<file path="src/design/clsr_pkg.sv">
// ----------------------------------------------------------------------------
// clsr_pkg
// Types, constants and arithmetic helpers of the combined LCG shuffle generator.
// ----------------------------------------------------------------------------
package clsr_pkg;

  // shuffle table depth (1..64)
  localparam int TABLE_DEPTH = 32;
  localparam int WARMUP      = 8;
  localparam int SEED_STEPS  = TABLE_DEPTH + WARMUP;

  localparam int DW     = 31;                 // state / deviate width
  localparam int MUL_W  = 16;                 // multiplier constant width
  localparam int PROD_W = DW + MUL_W;         // exact product width
  localparam int FOLD_W = 8;                  // 2^31 - modulus fits in 8 bits
  localparam int SLOT_W = (TABLE_DEPTH > 1) ? $clog2(TABLE_DEPTH) : 1;
  localparam int CNT_W  = $clog2(SEED_STEPS);
  localparam int QW     = $clog2(TABLE_DEPTH) + 1;

  // command codes
  localparam logic CMD_NEXT   = 1'b0;
  localparam logic CMD_RESEED = 1'b1;

  localparam logic [DW:0]      MOD_ONE  = 32'd2147483563;
  localparam logic [DW:0]      MOD_TWO  = 32'd2147483399;
  localparam logic [MUL_W-1:0] MUL_ONE  = 16'd40014;
  localparam logic [MUL_W-1:0] MUL_TWO  = 16'd40692;
  localparam logic [DW-1:0]    TOP_DEV  = 31'd2147483562;
  localparam logic [DW-1:0]    Y_RESET  = 31'd123456789;

  // 2^31 is congruent to these values modulo each modulus
  localparam logic [FOLD_W-1:0] FOLD_ONE = FOLD_W'((64'd1 << DW) - 64'(MOD_ONE));
  localparam logic [FOLD_W-1:0] FOLD_TWO = FOLD_W'((64'd1 << DW) - 64'(MOD_TWO));

  // slot = deviate / SLOT_SPAN, done as reciprocal multiply plus one correction
  localparam longint unsigned SLOT_SPAN = 64'd1 + 64'(TOP_DEV) / 64'(TABLE_DEPTH);
  localparam longint unsigned RECIP     = (64'd1 << DW) / SLOT_SPAN;
  localparam int              RECIP_W   = (RECIP > 0) ? $clog2(RECIP + 1) : 1;
  localparam logic [DW-1:0]   SPAN_V    = DW'(SLOT_SPAN);
  localparam logic [RECIP_W-1:0] RECIP_V = RECIP_W'(RECIP);

  typedef struct packed {
    logic load_seed;   // load both generators from the seed
    logic prod_en;     // register the generator products
    logic seed_red;    // finish one warm-up / table-fill step
    logic next_red;    // finish both generator steps, resolve slot
    logic tab_rd;      // read the selected table entry
    logic finish;      // form deviate, refill slot, present result
  } clsr_cmd_t;

  typedef struct packed {
    logic count_zero;
    logic out_free;
  } clsr_stat_t;

  // p mod m for p < 2^47 and m = 2^31 - f: one fold and one conditional subtract
  function automatic logic [DW-1:0] fold_mod(input logic [PROD_W-1:0] p,
                                             input logic [DW:0]       m,
                                             input logic [FOLD_W-1:0] f);
    logic [MUL_W+FOLD_W-1:0] hf;
    logic [DW:0]             s;
    hf = {{FOLD_W{1'b0}}, p[PROD_W-1:DW]} * {{MUL_W{1'b0}}, f};
    s  = {1'b0, p[DW-1:0]} + (DW+1)'(hf);
    if (s >= m) begin
      s = s - m;
    end
    return s[DW-1:0];
  endfunction

endpackage

</file>
<file path="src/design/clsr_in_if.sv">
// ----------------------------------------------------------------------------
// clsr_in_if
// Command channel: valid/ready with command and seed payload.
// ----------------------------------------------------------------------------
interface clsr_in_if;
  import clsr_pkg::*;

  logic          valid;
  logic          ready;
  logic          command;
  logic [DW-1:0] seed_magnitude;

  modport source (output valid, command, seed_magnitude, input ready);
  modport sink   (input valid, command, seed_magnitude, output ready);
endinterface

</file>
<file path="src/design/clsr_out_if.sv">
// ----------------------------------------------------------------------------
// clsr_out_if
// Result channel: valid/ready with the integer deviate.
// ----------------------------------------------------------------------------
interface clsr_out_if;
  import clsr_pkg::*;

  logic          valid;
  logic          ready;
  logic [DW-1:0] deviate;

  modport source (output valid, deviate, input ready);
  modport sink   (input valid, deviate, output ready);
endinterface

</file>
<file path="src/design/combined_lcg_shuffle_rng.sv">
// ----------------------------------------------------------------------------
// combined_lcg_shuffle_rng
// Combined two-modulus multiplicative congruential generator with a
// 32-entry shuffle table; one integer deviate per command.
// ----------------------------------------------------------------------------
// Usage:
//   in_chan  : valid/ready command channel. command 0 asks for the next
//              deviate, command 1 reseeds from seed_magnitude (0 acts as 1)
//              and then returns a deviate.
//   out_chan : valid/ready result channel, one deviate per command in
//              1..2147483562; the fraction is deviate / 2147483563.
// Timing:
//   A next-deviate command runs through S_NEXT_MUL, S_NEXT_RED, S_NEXT_RD and
//   S_NEXT_WB; no new command is taken before S_IDLE. A reseed first runs 40
//   warm-up steps through the shared multiply/fold unit (register the exact
//   product, then fold and subtract). The table read and refill use their own
//   states on a RAM with one write port and one read port.
//   The result sits in an output register; the next command is taken while
//   it waits. If the receiver still stalls when the following result is
//   ready, the sequencer holds until the output register frees up.
// Reset: generator states go to 1 and 123456789, the previous deviate to 0
//   and every table entry reads as zero; no result is pending.
// ----------------------------------------------------------------------------
module combined_lcg_shuffle_rng (
  input  logic              clk,
  input  logic              rst_n,
  clsr_in_if.sink           in_chan,
  clsr_out_if.source        out_chan
);
  import clsr_pkg::*;

  clsr_cmd_t  cmd;
  clsr_stat_t stat;

  clsr_ctrl u_ctrl (
    .clk        (clk),
    .rst_n      (rst_n),
    .in_valid   (in_chan.valid),
    .in_command (in_chan.command),
    .in_ready   (in_chan.ready),
    .stat       (stat),
    .cmd        (cmd)
  );

  clsr_dp u_dp (
    .clk       (clk),
    .rst_n     (rst_n),
    .cmd       (cmd),
    .seed      (in_chan.seed_magnitude),
    .stat      (stat),
    .out_valid (out_chan.valid),
    .out_ready (out_chan.ready),
    .deviate   (out_chan.deviate)
  );
endmodule

</file>
<file path="src/design/clsr_ram.sv">
// ----------------------------------------------------------------------------
// clsr_ram
// Generic single-write, single-read RAM with registered read data.
// ----------------------------------------------------------------------------
module clsr_ram #(
  parameter int WIDTH = 8,
  parameter int DEPTH = 16
) (
  input  logic                                     clk,
  input  logic                                     we,
  input  logic [((DEPTH > 1) ? $clog2(DEPTH) : 1)-1:0] waddr,
  input  logic [WIDTH-1:0]                         wdata,
  input  logic                                     re,
  input  logic [((DEPTH > 1) ? $clog2(DEPTH) : 1)-1:0] raddr,
  output logic [WIDTH-1:0]                         rdata
);
  logic [WIDTH-1:0] mem [DEPTH];
  logic [WIDTH-1:0] rdata_r;

  always_ff @(posedge clk) begin
    if (we) begin
      mem[waddr] <= wdata;
    end
    if (re) begin
      rdata_r <= mem[raddr];
    end
  end

  assign rdata = rdata_r;
endmodule

</file>
<file path="src/design/clsr_ctrl.sv">
// ----------------------------------------------------------------------------
// clsr_ctrl
// Sequencer: accepts a command, runs warm-up steps on reseed, then one
// generator step, table read and table refill per deviate.
// ----------------------------------------------------------------------------
module clsr_ctrl (
  input  logic                  clk,
  input  logic                  rst_n,
  input  logic                  in_valid,
  input  logic                  in_command,
  output logic                  in_ready,
  input  clsr_pkg::clsr_stat_t  stat,
  output clsr_pkg::clsr_cmd_t   cmd
);
  import clsr_pkg::*;

  typedef enum logic [6:0] {
    S_IDLE     = 7'b0000001,
    S_SEED_MUL = 7'b0000010,
    S_SEED_RED = 7'b0000100,
    S_NEXT_MUL = 7'b0001000,
    S_NEXT_RED = 7'b0010000,
    S_NEXT_RD  = 7'b0100000,
    S_NEXT_WB  = 7'b1000000
  } state_t;

  state_t state_r, state_nxt;

  always_ff @(posedge clk) begin
    if (!rst_n) begin
      state_r <= S_IDLE;
    end else begin
      state_r <= state_nxt;
    end
  end

  always_comb begin
    state_nxt = state_r;
    cmd       = '0;
    in_ready  = 1'b0;
    case (state_r)
      S_IDLE: begin
        in_ready = 1'b1;
        if (in_valid) begin
          if (in_command == CMD_RESEED) begin
            cmd.load_seed = 1'b1;
            state_nxt     = S_SEED_MUL;
          end else begin
            state_nxt = S_NEXT_MUL;
          end
        end
      end
      S_SEED_MUL: begin
        cmd.prod_en = 1'b1;
        state_nxt   = S_SEED_RED;
      end
      S_SEED_RED: begin
        cmd.seed_red = 1'b1;
        state_nxt    = stat.count_zero ? S_NEXT_MUL : S_SEED_MUL;
      end
      S_NEXT_MUL: begin
        cmd.prod_en = 1'b1;
        state_nxt   = S_NEXT_RED;
      end
      S_NEXT_RED: begin
        cmd.next_red = 1'b1;
        state_nxt    = S_NEXT_RD;
      end
      S_NEXT_RD: begin
        cmd.tab_rd = 1'b1;
        state_nxt  = S_NEXT_WB;
      end
      S_NEXT_WB: begin
        // hold here while the previous result is still waiting
        if (stat.out_free) begin
          cmd.finish = 1'b1;
          state_nxt  = S_IDLE;
        end
      end
      default: begin
        state_nxt = S_IDLE;
      end
    endcase
  end
endmodule

</file>
<file path="src/design/clsr_dp.sv">
// ----------------------------------------------------------------------------
// clsr_dp
// Datapath: both generator states, shared multiply/fold step, slot
// selection, shuffle table and the result register.
// ----------------------------------------------------------------------------
module clsr_dp (
  input  logic                         clk,
  input  logic                         rst_n,
  input  clsr_pkg::clsr_cmd_t          cmd,
  input  logic [clsr_pkg::DW-1:0]      seed,
  output clsr_pkg::clsr_stat_t         stat,
  output logic                         out_valid,
  input  logic                         out_ready,
  output logic [clsr_pkg::DW-1:0]      deviate
);
  import clsr_pkg::*;

  logic [DW-1:0]          x_r, x_nxt, y_r, y_nxt, last_r, last_nxt;
  logic [PROD_W-1:0]      prod_x_r, prod_y_r;
  logic [QW-1:0]          q0_r;
  logic [RECIP_W+DW-1:0]  qprod;
  logic [SLOT_W-1:0]      slot_r, slot_nxt;
  logic [CNT_W-1:0]       cnt_r, cnt_nxt;
  logic [TABLE_DEPTH-1:0] vld_r, vld_nxt;
  logic                   ent_vld_r;
  logic                   out_valid_r;
  logic [DW-1:0]          dev_r;

  logic [DW-1:0]     red_x, red_y, seed_eff, qspan, rem, entry, dev_nxt;
  logic [QW:0]       q_inc;
  logic [DW+1:0]     diff, diff_adj;
  logic              fill_now;
  logic              ram_we;
  logic [SLOT_W-1:0] ram_waddr;
  logic [DW-1:0]     ram_rdata;

  assign red_x    = fold_mod(prod_x_r, MOD_ONE, FOLD_ONE);
  assign red_y    = fold_mod(prod_y_r, MOD_TWO, FOLD_TWO);
  assign seed_eff = (seed == '0) ? DW'(1) : seed;
  assign qprod    = RECIP_V * last_r;

  // slot correction: the reciprocal estimate is at most one low
  assign qspan = DW'(q0_r) * SPAN_V;
  assign rem   = last_r - qspan;
  assign q_inc = {1'b0, q0_r} + (QW+1)'(rem >= SPAN_V);

  always_comb begin
    if (q_inc >= (QW+1)'(TABLE_DEPTH)) begin
      slot_nxt = SLOT_W'(TABLE_DEPTH - 1);
    end else begin
      slot_nxt = q_inc[SLOT_W-1:0];
    end
  end

  assign fill_now = cmd.seed_red && (cnt_r < CNT_W'(TABLE_DEPTH));
  assign entry    = ent_vld_r ? ram_rdata : '0;
  assign diff     = {2'b00, entry} - {2'b00, y_r};
  assign diff_adj = (diff[DW+1] || (diff == '0)) ? diff + (DW+2)'(TOP_DEV) : diff;
  assign dev_nxt  = diff_adj[DW-1:0];

  always_comb begin
    x_nxt    = x_r;
    y_nxt    = y_r;
    last_nxt = last_r;
    cnt_nxt  = cnt_r;
    vld_nxt  = vld_r;
    if (cmd.load_seed) begin
      x_nxt   = seed_eff;
      y_nxt   = seed_eff;
      cnt_nxt = CNT_W'(SEED_STEPS - 1);
    end
    if (cmd.seed_red) begin
      x_nxt = red_x;
      if (cnt_r == '0) begin
        last_nxt = red_x;
      end else begin
        cnt_nxt = cnt_r - CNT_W'(1);
      end
    end
    if (fill_now) begin
      vld_nxt[cnt_r[SLOT_W-1:0]] = 1'b1;
    end
    if (cmd.next_red) begin
      x_nxt = red_x;
      y_nxt = red_y;
    end
    if (cmd.finish) begin
      last_nxt        = dev_nxt;
      vld_nxt[slot_r] = 1'b1;
    end
  end

  always_ff @(posedge clk) begin
    if (!rst_n) begin
      x_r         <= DW'(1);
      y_r         <= Y_RESET;
      last_r      <= '0;
      cnt_r       <= '0;
      vld_r       <= '0;
      out_valid_r <= 1'b0;
    end else begin
      x_r    <= x_nxt;
      y_r    <= y_nxt;
      last_r <= last_nxt;
      cnt_r  <= cnt_nxt;
      vld_r  <= vld_nxt;
      if (cmd.finish) begin
        out_valid_r <= 1'b1;
      end else if (out_ready) begin
        out_valid_r <= 1'b0;
      end
    end
  end

  always_ff @(posedge clk) begin
    if (cmd.prod_en) begin
      prod_x_r <= MUL_ONE * x_r;
      prod_y_r <= MUL_TWO * y_r;
      q0_r     <= QW'(qprod >> DW);
    end
    if (cmd.next_red) begin
      slot_r <= slot_nxt;
    end
    if (cmd.tab_rd) begin
      ent_vld_r <= vld_r[slot_r];
    end
    if (cmd.finish) begin
      dev_r <= dev_nxt;
    end
  end

  assign ram_we    = fill_now || cmd.finish;
  assign ram_waddr = cmd.finish ? slot_r : cnt_r[SLOT_W-1:0];

  clsr_ram #(
    .WIDTH (DW),
    .DEPTH (TABLE_DEPTH)
  ) u_table (
    .clk   (clk),
    .we    (ram_we),
    .waddr (ram_waddr),
    .wdata (cmd.finish ? x_r : red_x),
    .re    (cmd.tab_rd),
    .raddr (slot_r),
    .rdata (ram_rdata)
  );

  assign stat.count_zero = (cnt_r == '0);
  assign stat.out_free   = !out_valid_r || out_ready;
  assign out_valid       = out_valid_r;
  assign deviate         = dev_r;
endmodule

</file>
<file path="src/flat_wrapper.sv">
// flat-port wrapper written by rule: the top's interface ports become plain ports
module combined_lcg_shuffle_rng_flat import clsr_pkg::*;
  (clk, rst_n, in_chan_valid, in_chan_command, in_chan_seed_magnitude, in_chan_ready, out_chan_valid, out_chan_deviate, out_chan_ready);
  clsr_in_if in_chan_i ();
  clsr_out_if out_chan_i ();
  input  logic clk;
  input  logic rst_n;
  input wire logic [$bits(in_chan_i.valid)-1:0] in_chan_valid;
  input wire logic [$bits(in_chan_i.command)-1:0] in_chan_command;
  input wire logic [$bits(in_chan_i.seed_magnitude)-1:0] in_chan_seed_magnitude;
  output wire logic [$bits(in_chan_i.ready)-1:0] in_chan_ready;
  output wire logic [$bits(out_chan_i.valid)-1:0] out_chan_valid;
  output wire logic [$bits(out_chan_i.deviate)-1:0] out_chan_deviate;
  input wire logic [$bits(out_chan_i.ready)-1:0] out_chan_ready;
  assign in_chan_i.valid = in_chan_valid;
  assign in_chan_i.command = in_chan_command;
  assign in_chan_i.seed_magnitude = in_chan_seed_magnitude;
  assign in_chan_ready = in_chan_i.ready;
  assign out_chan_valid = out_chan_i.valid;
  assign out_chan_deviate = out_chan_i.deviate;
  assign out_chan_i.ready = out_chan_ready;
  combined_lcg_shuffle_rng u_core (.clk(clk), .rst_n(rst_n), .in_chan(in_chan_i), .out_chan(out_chan_i));
endmodule
</file>
<file path="config.mk">
export PLATFORM = sky130hd
export DESIGN_NAME = combined_lcg_shuffle_rng_flat
export DESIGN_NICKNAME = d
export VERILOG_FILES = /design/src/design/clsr_pkg.sv /design/src/design/clsr_in_if.sv /design/src/design/clsr_out_if.sv /design/src/design/combined_lcg_shuffle_rng.sv /design/src/design/clsr_ram.sv /design/src/design/clsr_ctrl.sv /design/src/design/clsr_dp.sv /design/src/flat_wrapper.sv
export SDC_FILE = /design/constraint.sdc
export NUM_CORES = 2
export LEC_CHECK = 0
export BUFFER_PORTS_ARGS = -buffer_cell sky130_fd_sc_hd__buf_2
export CORE_MARGIN = 1
export CORE_UTILIZATION = 30
export DETAILED_ROUTE_END_ITERATION = 12
export PLACE_DENSITY = 0.51
export SETUP_SLACK_MARGIN = 0.1
export SLEW_MARGIN = 10
export SYNTH_ARGS = -nofsm -noshare
export SYNTH_HDL_FRONTEND = slang
export SYNTH_SLANG_ARGS = --single-unit
</file>
<file path="constraint.sdc">
create_clock -name clk -period 14.1 [get_ports clk]
set_input_delay 2.82 -clock clk [delete_from_list [all_inputs] [get_ports clk]]
set_output_delay 2.82 -clock clk [all_outputs]
set_load 0.03 [all_outputs]
</file>
Yosys cells after proc, flatten, opt, wreduce, memory -nomap -nowiden
Memory sizes are Yosys's and may differ from the RTL's. A register that Yosys moved wholly into a read port is not among the register bits. Cells that the tools add are included.

$add $sub $neg: 9. Multipliers: 5. Magnitude comparators: 9. Equal/unequal tests: 9. Multiplexer cells: 44. Bitwise logic cells: 2. Reductions and logical operators: 18.

Operator list (count): 31-bit two-way mux (13); 32-bit by 31-bit greater-or-equal comparator with 1-bit output (second input constant) (2); 32-bit two-way mux (2); 32-bit bitwise OR (2); 31-bit subtractor (second input constant) (2); 7-bit case mux with 7 select lines (1); 15-bit by 31-bit multiplier with 46-bit output (first input constant) (1); 14-bit by 31-bit multiplier with 45-bit output (first input constant) (1); 33-bit logical NOT (1); 31-bit by 23-bit adder with 32-bit output (1); 31-bit by 24-bit adder with 32-bit output (1); 31-bit by 31-bit subtractor with 32-bit output (1); 31-bit by 8-bit adder with 31-bit output (second input constant) (1); 31-bit by 26-bit greater-or-equal comparator with 1-bit output (second input constant) (1); 31-bit logical NOT (1); 31-bit subtractor (1); 5-bit by 25-bit multiplier with 30-bit output (second input constant) (1); 16-bit by 8-bit multiplier with 24-bit output (second input constant) (1); 16-bit by 7-bit multiplier with 23-bit output (second input constant) (1); 6-bit two-way mux (3); 1-bit two-way mux (17); 7-bit two-way mux (2); 5-bit by 6-bit < comparator with 1-bit output (second input constant) (2); 1-bit demux with 5-bit select (2); 25 further kinds (35).

Register bits: 272. Bits in writable memories: 992. Input port bits: 36. Output and inout bits: 33. Logic and storage cells: 110. Memories: 1.

Memories: u_core.u_dp.u_table.mem (words 32, bits a word 31, rd ports 1, clocked after Yosys merged registers in 1, wr ports 1, RTL line clsr_ram.sv:17) `logic [WIDTH-1:0] mem [DEPTH];`.

Depth between registers and ports, before layout
Depth after elaboration: 8. Depth in mapped cells: 32. Mapped depth without buffers: 31.

By module
A second synthesis with hierarchy kept.

Cell total of the unflattened synthesis: 6436. Area total of the unflattened synthesis: 79142.2 um2.

By module, submodules not included: clsr_ram (instances 1, cells each 2192, area each 39474.1 um2); clsr_dp (instances 1, cells each 4191, area each 39208.9 um2); clsr_ctrl (instances 1, cells each 53, area each 459.2 um2).

Least setup slack after synthesis
OpenSTA, ideal clock, no wires.

Path kind: reg2reg. Start point: register u_core.u_dp.q0_r[3]. End point: register u_core.u_dp.slot_r[4], data pin. Library setup time: 0.256 ns. Data arrival time: 6.965 ns. Slack: 6.879 ns. Cell stages (with the launch flop): 30. Path buffers: 2. Period minus slack after synthesis: 7.221 ns. Cell sequence: edfxtp_1 -> fa_1 -> inv_1 -> fa_1 -> fa_1 -> inv_1 -> ha_1 -> clkbuf_1 -> nand2_1 -> nand2_1 -> inv_1 -> fa_1 -> ha_1 -> clkbuf_1 -> nor3_1 -> a2111oi_0 -> nand3_1 -> a21oi_1 -> o2111ai_1 -> a211o_1 -> nor4_1 -> o2111ai_1 -> nor4_1 -> nand4b_1 -> or3b_2 -> a311o_1 -> ha_1 -> nand3_1 -> xor2_1 -> nand2_1.

Longest elaborated chain between the ends: 5.

Ends and longest elaborated chain: from (decl) (RTL line clsr_dp.sv:20) `logic [QW-1:0] q0_r;`; from (signal assigned) (RTL line clsr_dp.sv:119) `q0_r <= QW'(qprod >> DW);`; 5-bit by 25-bit multiplier with 30-bit output (RTL line clsr_dp.sv:43) `assign qspan = DW'(q0_r) * SPAN_V;`; 31-bit subtractor (RTL line clsr_dp.sv:44) `assign rem = last_r - qspan;`; 31-bit by 26-bit greater-or-equal comparator with 1-bit output (RTL line clsr_dp.sv:45) `assign q_inc = {1'b0, q0_r} + (QW+1)'(rem >= SPAN_V);`; 5-bit by 1-bit adder with 6-bit output (*) (RTL line clsr_dp.sv:45); 6-bit greater-or-equal comparator (RTL line clsr_dp.sv:48) `if (q_inc >= (QW+1)'(TABLE_DEPTH)) begin`; to (signal assigned) (RTL line clsr_dp.sv:122) `slot_r <= slot_nxt;`; to (decl) (RTL line clsr_dp.sv:22) `logic [SLOT_W-1:0] slot_r, slot_nxt;`.

Every way passes the cells marked *; elsewhere a longest branch is shown, timed or not. A chain may end at the register's enable or synchronous reset.

Worst setup path in the final report
Start point: register u_core.u_dp.q0_r[2]. End point: register u_core.u_dp.slot_r[4], data pin.

Same word-level chain as after synthesis.

==> summary.md <==
| Metric | Value |
|---|---|
| Highest Clock Rate | 124 MHz |
| Worst Hold Depth | 1 |
| Flop-to-flop setup slack | 6.05 ns |
| Routability congestion estimate from global placement | 0.886 |
| Async set-or-reset flop fraction in the synthesized netlist | 0 |
| 1st-pass router iterations | 9 |
| Crit Path Max Fanout | 8 |
| DP Wirelength | 165000 um |
| Worst Setup Start Kind | flop |
| Initial core utilization | 0.302 |
| Vias in the first global route | 50000 |
| DR iter-0 viols | 4026 |
| Clock Skews | 0.0432 ns |
| Die area | 0.261 mm^2 |
| Area leader, netlist | edfxtp_1 |
| Unique cell type count in the Yosys netlist | 100 |
| # H-tree levels | 4 |
| Outcome | finished clean |
| Setup ws final | 6.05 ns |
| CTS sink count | 1294 |
| Most frequent cell after synthesis | edfxtp_1 |
| Chip width | 511 um |
| Cts hold-fix bufs | 0 |
| Required @ worst endpoint | 14.65 ns |
| Critical path capture point type | flop |
| Finish-stage setup viols | 0 |
| Largest net degree at the start of global routing | 102 |
| I/O pin count | 69 |
| Vias per Instance | 5.22 |
| Layout cells sized above 1 | 0.128 |
| FF-to-FF path depth | 30 |
| CP top delay family | adder cells |
| Final wirelength | 238000 um |
| Mapped cell area | 0.0776 mm^2 |
| Register clock-pin slew on the reported worst setup and hold paths | 0.06 ns |
| Die Y | 511 um |
| DR vias | 49400 |
| Hold Path End | u_core.u_dp.vld_r[13] |
| Final TNS setup | 0 ns |
| Later-pin clock latency in the skew report | 0.81 ns |
| CTS tree | done |
| Slew at the pin closest to its max-slew limit | 1.32 ns |
| Root buffer cell | clkbuf_16 |
| GRT Residual Overflow | 0 |
| Net Count, Synth | 6905 |
| Core Util, Final | 0.339 |
| Final std cells w/o fill | 9463 |
| FP Rows | 186 |
| Min Tclk post-route | 8.05 ns |
| Most frequent CP cell | fa_1 |
| PortBufs | 68 |
| Seq cells post-synth | 1294 |
| Layout area overhead | 12.3% |
| Fill cells | 25200 |
| Crit-path max cell delay | 0.61 ns |
| Final Hold Fails | 0 |
| Longest Clk Path Bufs | 3 |
| Dpl cells | 9220 |
| Share of the synthesized area in the top cell type | 0.447 |
| Worst EP arrival | 8.60 ns |
| Worst path slowest cell | fa_1 |
| Setup Fix Bufs, Post-CTS | 0 |
| Worst reg2reg path startpoint | u_core.u_dp.q0_r[2] |
| Residual DRC | 0 |
| Slew HR | 0.120 |
| Mean Syn Cell Area | 13.2 um^2 |
| Resized Gates After CTS | 0 |
| Antenna viol nets, final | 0 |
| GRT Total Usage | 0.181 |
| Post-synth top flop | edfxtp_1 |
| Worst setup path class | flop to flop |
| Fin. max-slew vios | 0 |
| Synth cell count leaders | edfxtp_1 (1156), inv_1 (753), ha_1 (541) |
| Wirelength per Cell | 25.1 um |
| Final nets | 7019 |
| Worst Hold Class | flop to flop |
| Post-Synthesis Cells | 5865 |
| Sequential cell area fraction in the yosys report | 0.483 |
| Worst path bufs/invs | 3 |
| First-pass GRT wire length | 348000 um |
| RSZ-0062 raised after global routing | no |
| Initial antenna violation count | 8 |
| CTS buffer count | 141 |
| MaxCap Viol Count | 0 |
| Synth warnings | 0 |
| Tcrit/Tclk final | 0.571 |
| Hold path start | u_core.u_dp.vld_r[13] |
| Reg2reg end | u_core.u_dp.slot_r[4] |
| Core area | 0.257 mm^2 |
| Area contributors post-synth | edfxtp_1 (45%), fa_1 (12%), ha_1 (8.7%), mux4_2 (7.4%), inv_1 (3.6%) |
| Number of synthesized flops with an enable pin | 1156 |
| Post-Place Setup Slack | 6.06 ns |
==> cells in the final DEF (no fill, tap or decap), types with 144 or more instances in the layout <==
cell          n
a21oi_1     252
mux4_2      256
fa_1        463
nor2_1      192
inv_1       752
nand2_1     281
ha_1        541
edfxtp_1   1156
clkbuf_16   144
==> worst max path at each step <==
stage	startpoint	to	slack, ns	depth (start not counted)
floorplan	u_core.u_dp.q0_r[3]	u_core.u_dp.slot_r[4]	6.88	29
global route	u_core.u_dp.q0_r[3]	u_core.u_dp.slot_r[4]	5.58	30
detailed placement	u_core.u_dp.q0_r[3]	u_core.u_dp.slot_r[4]	6.06	30
global placement	u_core.u_dp.q0_r[3]	u_core.u_dp.slot_r[4]	5.97	30
finish	u_core.u_dp.q0_r[2]	u_core.u_dp.slot_r[4]	6.05	30
CTS	u_core.u_dp.q0_r[2]	u_core.u_dp.slot_r[4]	6.02	30
==> layout make-up <==
| type | instances | area (um^2) | share of cell area |
|---|---|---|---|
| antenna | 2 | 5.00 | 0.0000574 |
| tap | 3384 | 4230 | 0.0485 |
| clock buffer | 182 | 3830 | 0.0439 |
| multi-input combinational | 3609 | 36900 | 0.423 |
| inverter | 753 | 2830 | 0.0324 |
| sequential | 1294 | 37500 | 0.430 |
| timing repair buffer | 180 | 1220 | 0.0140 |
| clock inverter | 59 | 706 | 0.00809 |
==> kinds of logic after synthesis <==
group                      synth area share
DFF                                   0.483
AOI/OAI and AO/OA                    0.0937
and+or+nand+nor                      0.0674
adders and majority gates             0.207
buffers and inverters                0.0472
muxes                                0.0765
xor gates and xnor gates             0.0257
==> sequential cells by signal (all words and copies together), names as in the netlist <==
register / flops
u_core.u_dp.u_table.mem: 992
u_core.u_dp.prod_x_r: 46
u_core.u_dp.prod_y_r: 45
u_core.u_dp.vld_r: 32
u_core.u_dp.deviate: 31
u_core.u_dp.u_table.rdata: 31
u_core.u_dp.x_r: 31
u_core.u_dp.y_r: 31
u_core.u_dp.last_r: 30
u_core.u_ctrl.state_r: 7
u_core.u_dp.cnt_r: 6
u_core.u_dp.q0_r: 5
u_core.u_dp.slot_r: 5
u_core.u_dp.ent_vld_r: 1
u_core.u_dp.out_valid: 1
==> metal layers <==
| metal | track usage | wire length (um) | vias up |
|---|---|---|---|
| li1 | - | - | 21700 |
| met1 | 0.243 | 103000 | 26000 |
| met2 | 0.307 | 116000 | 1423 |
| met3 | 0.0219 | 11500 | 290 |
| met4 | 0.0510 | 6660 | 2 |
| met5 | 0 | 13 | - |
==> metrics by stage <==
stage	hold WS [ns]	instance area (um^2)
global placement	0.442	82700
floorplan	0.435	77600
global route	0.475	87200
finish	0.461	87200
detailed placement	0.450	82700
CTS	0.464	87200
Power is not shown: default switching activity piles up to over one toggle a cycle in this logic, so the estimate is an artifact.
